File: config.mk
export PLATFORM = sky130hd
export DESIGN_NAME = message_type_interval_stats_unit
export DESIGN_NICKNAME = d
export VERILOG_FILES = /design/src/design/mtis_pkg.sv /design/src/design/message_type_interval_stats_unit.sv
export SDC_FILE = /design/constraint.sdc
export NUM_CORES = 2
export LEC_CHECK = 0
export ABC_AREA = 1
export BUFFER_PORTS_ARGS = -buffer_cell sky130_fd_sc_hd__buf_2
export CAP_MARGIN = 30
export CORE_ASPECT_RATIO = 1.75
export CORE_MARGIN = 4
export CORE_UTILIZATION = 25
export CTS_CLUSTER_DIAMETER = 50
export DETAILED_ROUTE_END_ITERATION = 10
export HOLD_SLACK_MARGIN = 0.03
export PLACE_DENSITY = 0.39
export SKIP_LAST_GASP = 1
export SYNTH_ARGS = -nofsm -noshare
export SYNTH_HDL_FRONTEND = slang
export SYNTH_SLANG_ARGS = --single-unit
File: constraint.sdc
create_clock -name i_clk -period 8.7 [get_ports i_clk]
set_input_delay 0.435 -clock i_clk [delete_from_list [all_inputs] [get_ports i_clk]]
set_output_delay 0.435 -clock i_clk [all_outputs]
set_load 0.01 [all_outputs]
File: src/design/mtis_pkg.sv
// mtis_pkg: shared types and constants for the message type interval stats unit
// holds the table size, field structs and result status codes
// no dependencies
`timescale 1ns / 1ps

package mtis_pkg;

    localparam int TYPE_SLOTS = 16;
    localparam int SLOT_W     = (TYPE_SLOTS > 1) ? $clog2(TYPE_SLOTS) : 1;
    localparam int CNT_W      = $clog2(TYPE_SLOTS + 1);

    localparam logic [31:0] GAP_LIMIT = 32'd60000;

    typedef enum logic [1:0] {
        ST_UPDATED = 2'd0,
        ST_ADDED   = 2'd1,
        ST_FULL    = 2'd2
    } t_status;

    typedef struct packed {
        logic [11:0] msg_type;
        logic [31:0] now_ms;
    } t_in_item;

    typedef struct packed {
        logic [1:0]  status;
        logic [3:0]  slot;
        logic [31:0] hit_count;
        logic [15:0] mean_gap_ms;
        logic [15:0] worst_dev_ms;
        logic [4:0]  types_known;
    } t_out_item;

    typedef struct packed {
        logic [11:0] code;
        logic [31:0] hits;
        logic [31:0] last;
        logic [15:0] mean;
        logic [15:0] worst;
    } t_entry;

endpackage

File: src/design/message_type_interval_stats_unit.sv
// message_type_interval_stats_unit: per message type arrival interval statistics
// table in a single-port style memory searched one slot per cycle
// depends on mtis_pkg
//
// usage:
//   input channel i_valid / o_ready / i_data carries one frame's message type and
//   millisecond timestamp; output channel o_valid / i_ready / o_data carries one
//   result per input transfer (status, slot, hit count, mean gap, worst deviation,
//   entries in use)
//   o_ready is high only while the sequencer is idle; one item is worked on at a time
//   the table is searched in slot order, one memory read per cycle; a hit ends the
//   search at its slot and a miss ends it once every entry in use has been read
//   a hit then goes through the clamped gap step and the mean and deviation update
//   o_ready returns with the same clock edge that loads the result register
//   the result sits in an output register; a new item may be accepted while it waits,
//   and the sequencer holds at its last step until that register is free
//   reset clears the entry count and the control state only; table contents are not
//   cleared, as entries past the count are never read
`timescale 1ns / 1ps

module message_type_interval_stats_unit (
    input  logic                 i_clk,
    input  logic                 i_rst_n,
    input  logic                 i_valid,
    output logic                 o_ready,
    input  mtis_pkg::t_in_item   i_data,
    output logic                 o_valid,
    input  logic                 i_ready,
    output mtis_pkg::t_out_item  o_data
);

    typedef enum logic [1:0] {
        S_IDLE,
        S_SRCH,
        S_GAP,
        S_UPD
    } t_state;

    t_state                       r_state, n_state;
    logic [mtis_pkg::CNT_W-1:0]   r_used, n_used;
    logic [mtis_pkg::CNT_W-1:0]   r_issue, n_issue;
    logic                         r_rd_v, n_rd_v;
    logic [mtis_pkg::SLOT_W-1:0]  r_rd_idx, n_rd_idx;
    logic [mtis_pkg::SLOT_W-1:0]  r_slot, n_slot;
    logic [11:0]                  r_code, n_code;
    logic [31:0]                  r_now, n_now;
    logic [15:0]                  r_gap, n_gap;
    logic                         r_has_gap, n_has_gap;
    logic                         r_out_v, n_out_v;
    mtis_pkg::t_out_item          r_out, n_out;

    mtis_pkg::t_entry             r_mem [mtis_pkg::TYPE_SLOTS];
    mtis_pkg::t_entry             r_rd;

    logic                         rd_en;
    logic [mtis_pkg::SLOT_W-1:0]  rd_addr;
    logic                         wr_en;
    logic [mtis_pkg::SLOT_W-1:0]  wr_addr;
    mtis_pkg::t_entry             wr_data;

    logic                         out_free;
    logic                         hit;
    logic                         searched;
    logic [31:0]                  diff;
    logic [17:0]                  mix_sum;
    logic [15:0]                  dev;
    logic [15:0]                  new_mean;
    logic [15:0]                  new_worst;

    assign out_free = !r_out_v || i_ready;
    assign hit      = r_rd_v && (r_rd.code == r_code);
    assign searched = (r_issue >= r_used);

    assign diff     = r_now - r_rd.last;
    assign mix_sum  = {1'b0, r_rd.mean, 1'b0} + {2'b00, r_rd.mean} + {2'b00, r_gap};
    assign dev      = (r_gap > r_rd.mean) ? (r_gap - r_rd.mean) : (r_rd.mean - r_gap);

    always_comb begin
        new_mean  = r_rd.mean;
        new_worst = r_rd.worst;
        if (r_has_gap) begin
            if (r_rd.mean == 16'd0) begin
                new_mean = r_gap;
            end else begin
                new_mean = mix_sum[17:2];
                if (dev > r_rd.worst) begin
                    new_worst = dev;
                end
            end
        end
    end

    // memory port control
    always_comb begin
        rd_en   = (r_state == S_SRCH) && !hit && !searched;
        rd_addr = r_issue[mtis_pkg::SLOT_W-1:0];
        wr_en   = 1'b0;
        wr_addr = r_slot;
        wr_data = '{code: r_code, hits: r_rd.hits + 32'd1, last: r_now,
                    mean: new_mean, worst: new_worst};
        if ((r_state == S_SRCH) && !hit && searched && out_free
                && (r_used < mtis_pkg::CNT_W'(mtis_pkg::TYPE_SLOTS))) begin
            wr_en   = 1'b1;
            wr_addr = r_used[mtis_pkg::SLOT_W-1:0];
            wr_data = '{code: r_code, hits: 32'd1, last: r_now,
                        mean: 16'd0, worst: 16'd0};
        end else if ((r_state == S_UPD) && out_free) begin
            wr_en = 1'b1;
        end
    end

    always_ff @(posedge i_clk) begin
        if (wr_en) begin
            r_mem[wr_addr] <= wr_data;
        end
        if (rd_en) begin
            r_rd <= r_mem[rd_addr];
        end
    end

    always_comb begin
        n_state   = r_state;
        n_used    = r_used;
        n_issue   = r_issue;
        n_rd_v    = r_rd_v;
        n_rd_idx  = r_rd_idx;
        n_slot    = r_slot;
        n_code    = r_code;
        n_now     = r_now;
        n_gap     = r_gap;
        n_has_gap = r_has_gap;
        n_out_v   = r_out_v && !i_ready;
        n_out     = r_out;

        case (r_state)
            S_IDLE: begin
                if (i_valid) begin
                    n_code  = i_data.msg_type;
                    n_now   = i_data.now_ms;
                    n_issue = '0;
                    n_rd_v  = 1'b0;
                    n_state = S_SRCH;
                end
            end
            S_SRCH: begin
                if (hit) begin
                    n_slot  = r_rd_idx;
                    n_rd_v  = 1'b0;
                    n_state = S_GAP;
                end else if (!searched) begin
                    n_rd_v   = 1'b1;
                    n_rd_idx = rd_addr;
                    n_issue  = r_issue + 1'b1;
                end else begin
                    n_rd_v = 1'b0;
                    if (out_free) begin
                        n_out_v = 1'b1;
                        if (r_used < mtis_pkg::CNT_W'(mtis_pkg::TYPE_SLOTS)) begin
                            n_used = r_used + 1'b1;
                            n_out  = '{status: mtis_pkg::ST_ADDED,
                                       slot: 4'(r_used[mtis_pkg::SLOT_W-1:0]),
                                       hit_count: 32'd1, mean_gap_ms: 16'd0,
                                       worst_dev_ms: 16'd0,
                                       types_known: 5'(r_used + 1'b1)};
                        end else begin
                            n_out  = '{status: mtis_pkg::ST_FULL, slot: 4'd0,
                                       hit_count: 32'd0, mean_gap_ms: 16'd0,
                                       worst_dev_ms: 16'd0,
                                       types_known: 5'(r_used)};
                        end
                        n_state = S_IDLE;
                    end
                end
            end
            S_GAP: begin
                // wrapping gap clamped to the limit
                n_has_gap = (r_rd.last != 32'd0);
                n_gap     = (diff > mtis_pkg::GAP_LIMIT) ? mtis_pkg::GAP_LIMIT[15:0]
                                                         : diff[15:0];
                n_state   = S_UPD;
            end
            S_UPD: begin
                if (out_free) begin
                    n_out_v = 1'b1;
                    n_out   = '{status: mtis_pkg::ST_UPDATED, slot: 4'(r_slot),
                                hit_count: r_rd.hits + 32'd1, mean_gap_ms: new_mean,
                                worst_dev_ms: new_worst, types_known: 5'(r_used)};
                    n_state = S_IDLE;
                end
            end
            default: begin
                n_state = S_IDLE;
            end
        endcase
    end

    always_ff @(posedge i_clk) begin
        if (!i_rst_n) begin
            r_state <= S_IDLE;
            r_used  <= '0;
            r_issue <= '0;
            r_rd_v  <= 1'b0;
            r_out_v <= 1'b0;
        end else begin
            r_state <= n_state;
            r_used  <= n_used;
            r_issue <= n_issue;
            r_rd_v  <= n_rd_v;
            r_out_v <= n_out_v;
        end
        r_rd_idx  <= n_rd_idx;
        r_slot    <= n_slot;
        r_code    <= n_code;
        r_now     <= n_now;
        r_gap     <= n_gap;
        r_has_gap <= n_has_gap;
        r_out     <= n_out;
    end

    assign o_ready = (r_state == S_IDLE);
    assign o_valid = r_out_v;
    assign o_data  = r_out;

    // checks
    a_used_bound: assert property (@(posedge i_clk) disable iff (!i_rst_n)
        r_used <= mtis_pkg::CNT_W'(mtis_pkg::TYPE_SLOTS))
        else $error("entry count beyond table size");

    a_used_step: assert property (@(posedge i_clk) disable iff (!i_rst_n)
        $past(i_rst_n) && (r_used != $past(r_used)) |-> (r_used == $past(r_used) + 1'b1))
        else $error("entry count moved by more than one");

    a_port_excl: assert property (@(posedge i_clk) disable iff (!i_rst_n)
        !(rd_en && wr_en))
        else $error("table read and write in the same cycle");

    a_full_count: assert property (@(posedge i_clk) disable iff (!i_rst_n)
        o_valid && (o_data.status == mtis_pkg::ST_FULL)
            |-> (o_data.types_known == 5'(mtis_pkg::TYPE_SLOTS)))
        else $error("table full reported while slots remain");

    a_new_entry: assert property (@(posedge i_clk) disable iff (!i_rst_n)
        o_valid && (o_data.status == mtis_pkg::ST_ADDED)
            |-> (o_data.hit_count == 32'd1) && (o_data.mean_gap_ms == 16'd0))
        else $error("new entry result not fresh");

endmodule
* Word-level counts from Yosys, hierarchy flattened
Memories as Yosys holds them, arrays and structs flattened. A register that Yosys moved wholly into a read port is not among the register bits.
Index checks and enable logic that the tools add are counted.
** Storage, ports and cells
- Memories kept :: 1
- RAM bits :: 1728
- Flip-flop bits (word level) :: 158
- Word-level logic and storage cells :: 105
- Output and inout port bits :: 77
- Input bits :: 48
** Memories
- r_mem :: words 16, width 108, rd ports 1, clocked after Yosys merged registers in 1, write ports 1, line message_type_interval_stats_unit.sv:52 : mtis_pkg::t_entry r_mem [mtis_pkg::TYPE_SLOTS];
** Operators by class
- Bitwise logic cells :: 2
- $add $sub $neg :: 8
- Mux-type cells :: 35
- $lt $le $gt $ge :: 5
- Reduce and logical (&&, ||, !) cells :: 26
- Equal/unequal tests :: 11
** Operator list (number)
- two-way mux 75 bit :: 5
- one-hot mux 75 bit (2 select lines) :: 1
- two-way mux 16 bit :: 6
- two-way mux 96 bit :: 1
- adder 32 x 1 -> 32 bit (second input constant) :: 1
- > comparator 16 bit :: 2
- > comparator 32 x 16 -> 1 bit (second input constant) :: 1
- nonzero test 32 bit :: 1
- subtractor 16 bit :: 2
- subtractor 32 bit :: 1
- adder 17 x 16 -> 18 bit :: 1
- adder 18 x 16 -> 18 bit :: 1
- zero test 16 bit :: 1
- two-way mux 5 bit :: 3
- == test 12 bit :: 1
- inequality test 2 bit (second input constant) :: 6
- adder 5 x 1 -> 5 bit (second input constant) :: 2
- two-way mux 1 bit :: 10
- one-hot mux 5 bit (2 select lines) :: 1
- AND reduction 5 bit :: 2
- logical AND 1 bit :: 8
- two-way mux 2 bit :: 4
- one-hot mux 2 bit (4 select lines) :: 1
- AND reduction 2 bit :: 4
- other kinds (14) :: 21

* Logic depth before layout (Yosys ltp)
- Word-level depth :: 10
- Gate-level depth with buffers :: 30
- Gate-level depth less buffers :: 27

* Worst setup path before layout
Ideal clock, no wire load.
- Path type :: register to register
- From :: register r_state[0]
- To :: register r_rd[0] (netlist name)
- Path buffers :: 0
- Data arrival time :: 7.369 ns
- Period minus slack after synthesis :: 7.945 ns
- Stages on the path, launching flop included :: 8
- Data required time :: 8.124 ns
- Setup slack :: 0.755 ns
- Library setup time :: 0.576 ns
- Cell sequence :: dfxtp_1 > nor2_1 > inv_1 > nor2_1 > nor2_1 > inv_1 > nand2_1 > nor2_1
** Between the ends
- Cells in the longest elaborated chain, start to end :: 3
** Ends and longest elaborated chain
- from (decl) :: line message_type_interval_stats_unit.sv:39 : t_state r_state, n_state;
- from (signal assigned) :: line message_type_interval_stats_unit.sv:205 : r_state <= n_state;
- == test 2 x 1 -> 1 bit :: line message_type_interval_stats_unit.sv:95 : rd_en = (r_state == S_SRCH) && !hit && !searched;
- logical AND 1 bit (2 in a row) :: line message_type_interval_stats_unit.sv:95
- named net rd_en :: line message_type_interval_stats_unit.sv:55 : logic rd_en;
The timed path passes the listed nets, and every way through them passes these cells.
A chain may end at the register's enable or synchronous reset.

==> reports/summary.txt <==
==============================================================================
Result of the run ............................................... complete, no violations
Last weighted congestion value of the routability-driven placer .        0.819
TritonCTS Sinks .................................................        1,994
H-Tree Level Count ..............................................            4
Worst Path Required .............................................      9.25 ns
Primary FF master, synth ........................................ sky130_fd_sc_hd__edfxtp_1
DR iter-0 viols .................................................        3,591
Finish-stage setup viols ........................................            0
Via total after detailed routing ................................        52.4k
Overall track demand over capacity in global routing ............        14.8%
First-pass iteration count of the detailed router ...............            5
Number of nets with antenna violations after detailed routing ...            0
Height of the chip ..............................................       773 um
Critical path peak fanout .......................................           23
Flip-flop and latch count after synthesis .......................        1,994
Post-Synthesis Mean Instance Area ...............................   12.8 sq um
Post-DR wirelength/cell .........................................      23.5 um
Post-synth ARST share ...........................................           0%
IO Port Bufs ....................................................          124
Wire length of the first global-routing pass ....................       381 mm
Clk buf depth ...................................................            4
Mux cell area share after synthesis .............................        2.14%
Starting density of the core ....................................        25.1%
MaxCap Viol Count ...............................................            0
Main combinational cell family by area after synthesis .......... simple AND/OR/NAND/NOR gates
Most frequent cells in the layout ............................... sky130_fd_sc_hd__edfxtp_1, sky130_fd_sc_hd__nor2_1, sky130_fd_sc_hd__nand2_1, sky130_fd_sc_hd__o21ai_0, sky130_fd_sc_hd__inv_1
Commonest non-fill, non-tap cell in the layout .................. sky130_fd_sc_hd__edfxtp_1
Setup TNS .......................................................         0 ns
Post-synthesis xor/xnor area fraction ...........................       0.785%
Core area ....................................................... 333,000 sq um
Relative slew slack .............................................        28.6%
CTS clk-pin slew, worst paths ...................................      0.06 ns
Clock Tree Root ................................................. sky130_fd_sc_hd__clkbuf_16
VDD IR-drop max .................................................     0.187 mV
Crit path arrival time ..........................................      6.29 ns
Fin nets ........................................................        6,850
Final worst path period need ....................................      5.74 ns
Setup crit start kind ...........................................     register
Ratio of cells with drive above 1 in the final layout ...........        9.70%
Layout overhead on the synthesized area .........................        15.7%
Post-synthesis compound-gate area fraction ......................        9.05%
Count of distinct cell types in the synthesized netlist .........           56
Upper clock frequency limit .....................................      174 MHz
Slew at the pin with the worst max-slew slack ...................      1.07 ns
Summed instance area of the synthesized netlist ................. 83,700 sq um
Worst skew pair latency .........................................      0.89 ns
Worst Hold Class ................................................       in2reg
CTS Buf Count ...................................................          202
Global route total overflow .....................................            0
Setup repair after global routing missed its margin .............           no
Crit path capture type ..........................................     register
Simple-gate area share of the yosys netlist .....................        11.1%
Die ar. ......................................................... 344,000 sq um
# rows ..........................................................          280
Number of cells produced by synthesis ...........................        6,529
Routed wire length ..............................................       264 mm
EDFF count, synth ...............................................        1,980
Final standard cell area without fillers ........................ 96,900 sq um
Warnings, synthesis .............................................            0
Worst-case clock skew ...........................................    0.0676 ns
Dpl cell area ................................................... 90,000 sq um
Initial antenna violation count .................................           12
Vias in the first global route ..................................        53.2k
Final Hold Vio Count ............................................            0
CTS tree ........................................................         done
Power density normalized to cell area ...........................  280 nW/um^2
Post-route DRC ..................................................            0
Sequential element share of the synthesized area ................        71.4%
Routed via count divided by cell count ..........................         4.67
Leakage power figure ............................................    0.0324 uW
# IOs ...........................................................          125
Post-route clock period utilization .............................        65.9%
Resized Gates After CTS .........................................            0
Adder and majority gate portion of the synthesized area .........        2.01%
Number of nets produced by synthesis ............................        6,700
Critical path start-end classification ..........................      reg2reg
Overall die width ...............................................       445 um
Maximum number of pins on one net before global-route repair ....          196
Final Slew Violations ...........................................            0
DPL Wire Length .................................................       151 mm
==============================================================================
==> cell usage after synthesis, types with 23 or more instances <==
library cell / count / area [sq um]
sky130_fd_sc_hd__o21ai_0: 507 / 2540
sky130_fd_sc_hd__nand2_1: 716 / 2690
sky130_fd_sc_hd__nor2_2: 23 / 144
sky130_fd_sc_hd__nand3_1: 250 / 1250
sky130_fd_sc_hd__nor2_1: 1128 / 4230
sky130_fd_sc_hd__o211ai_1: 41 / 308
sky130_fd_sc_hd__inv_1: 397 / 1490
sky130_fd_sc_hd__clkbuf_1: 246 / 923
sky130_fd_sc_hd__buf_2: 86 / 430
sky130_fd_sc_hd__mux2i_1: 179 / 1790
sky130_fd_sc_hd__edfxtp_1: 1980 / 59500
sky130_fd_sc_hd__o221ai_1: 182 / 1590
sky130_fd_sc_hd__a21oi_1: 117 / 586
sky130_fd_sc_hd__o32ai_1: 253 / 2220
sky130_fd_sc_hd__nand2_2: 26 / 163
sky130_fd_sc_hd__nand4_1: 38 / 238
sky130_fd_sc_hd__xor2_1: 56 / 490
sky130_fd_sc_hd__ha_1: 104 / 1300
==> logic make-up (layout without fill, tap and decap cells) <==
logic type      Yosys count  count (layout)
other cells               0               5
buf+inv                 767            1073
flops                  1994            1994
mux                     179             179
simple gates           2245            2245
xor+xnor                 75              75
fa+ha+maj               123             123
compound gates         1146            1146
==> flip-flops by register name, summed over array words and instances, names as in the netlist <==
name,flops
r_mem,1728
r_rd,108
o_data,75
r_now,32
r_gap,16
r_code,12
r_issue,5
r_used,5
r_rd_idx,4
r_slot,4
r_state,2
o_valid,1
r_has_gap,1
r_rd_v,1
==> layer usage <==
| metal | share of wire, % | wire, um | global-route usage [%] |
|---|---|---|---|
| met4 | 2.6 | 6870 | 4.03 |
| met2 | 53 | 139000 | 27.7 |
| met1 | 42 | 110000 | 18.0 |
| met5 | 0 | 0 | 0 |
| met3 | 2.8 | 7370 | 1.53 |
==> report_power, final <==
part           internal, uW  switching [uW]  total [uW]
clock                  4840            3850        8690
sequential            12200             352       12500
combinational          1580            4310        5890
total                 18600            8520       27100
==> critical path: stages (launching register included) <==
cell and delay (ns):
sky130_fd_sc_hd__edfxtp_1 0.49, sky130_fd_sc_hd__ha_1 0.48, sky130_fd_sc_hd__nand2_1 0.14, sky130_fd_sc_hd__inv_1 0.09, sky130_fd_sc_hd__nand2_1 0.06, sky130_fd_sc_hd__nand2_1 0.17
sky130_fd_sc_hd__nand2_1 0.07, sky130_fd_sc_hd__nand2_1 0.11, sky130_fd_sc_hd__nand2_1 0.08, sky130_fd_sc_hd__o211ai_2 0.10, sky130_fd_sc_hd__nand2_2 0.24, sky130_fd_sc_hd__inv_2 0.28
sky130_fd_sc_hd__o21ai_0 0.14, sky130_fd_sc_hd__nand2_1 0.12, sky130_fd_sc_hd__inv_1 0.06, sky130_fd_sc_hd__ha_1 0.29, sky130_fd_sc_hd__nand2_1 0.07, sky130_fd_sc_hd__o21ai_0 0.22
sky130_fd_sc_hd__a21o_1 0.14, sky130_fd_sc_hd__nand2_1 0.05, sky130_fd_sc_hd__nand2_1 0.08, sky130_fd_sc_hd__nand2_2 0.14, sky130_fd_sc_hd__inv_1 0.55, sky130_fd_sc_hd__o21ai_0 0.39
sky130_fd_sc_hd__nor2_1 0.84
==> metrics by stage <==
step / power, uW / util [%] / worst slack [ns] / hold WS (ns) / instances
after floorplan: 16400 / - / 0.755 / 0.400 / 6529
after global placement: 18700 / 27.0 / 2.93 / 0.405 / 10800
after detailed placement: 18800 / 27.0 / 2.82 / 0.405 / 10800
after CTS: 27600 / 29.1 / 2.83 / 0.184 / 11200
after global routing: 28500 / 29.1 / 2.33 / 0.228 / 11200
final: 27100 / 29.1 / 2.96 / 0.261 / 11200
==> final timing paths <==
path	slack, ns	from	cells after the start	endpoint
worst max-delay path	2.96	r_rd[18]	24	r_mem[9][2]
worst min register to register	0.42	r_rd_idx[1]	0	r_slot[1]
worst max register to register	2.96	r_rd[18]	24	r_mem[9][2]
worst min-delay path	0.26	i_data[33]	2	r_code[1]
==> area by class of cell <==
class | count | area [sq um]
well taps | 4371 | 5470
flip-flops and latches | 1994 | 59700
multi-input cells | 3768 | 21100
diodes | 5 | 12.5
repair buffers | 300 | 2540
clock buffers | 232 | 5210
fillers | 33800 | 236000
clock inverters | 128 | 1190
inverters | 413 | 1570
==> what timing repair did <==
| action | CTS | global route |
|---|---|---|
| hold buffers | 47 | 0 |
| setup buffers | 0 | 0 |
| endpoints found under the hold margin | 51 | 0 |
(Power assumes the default switching activity.)
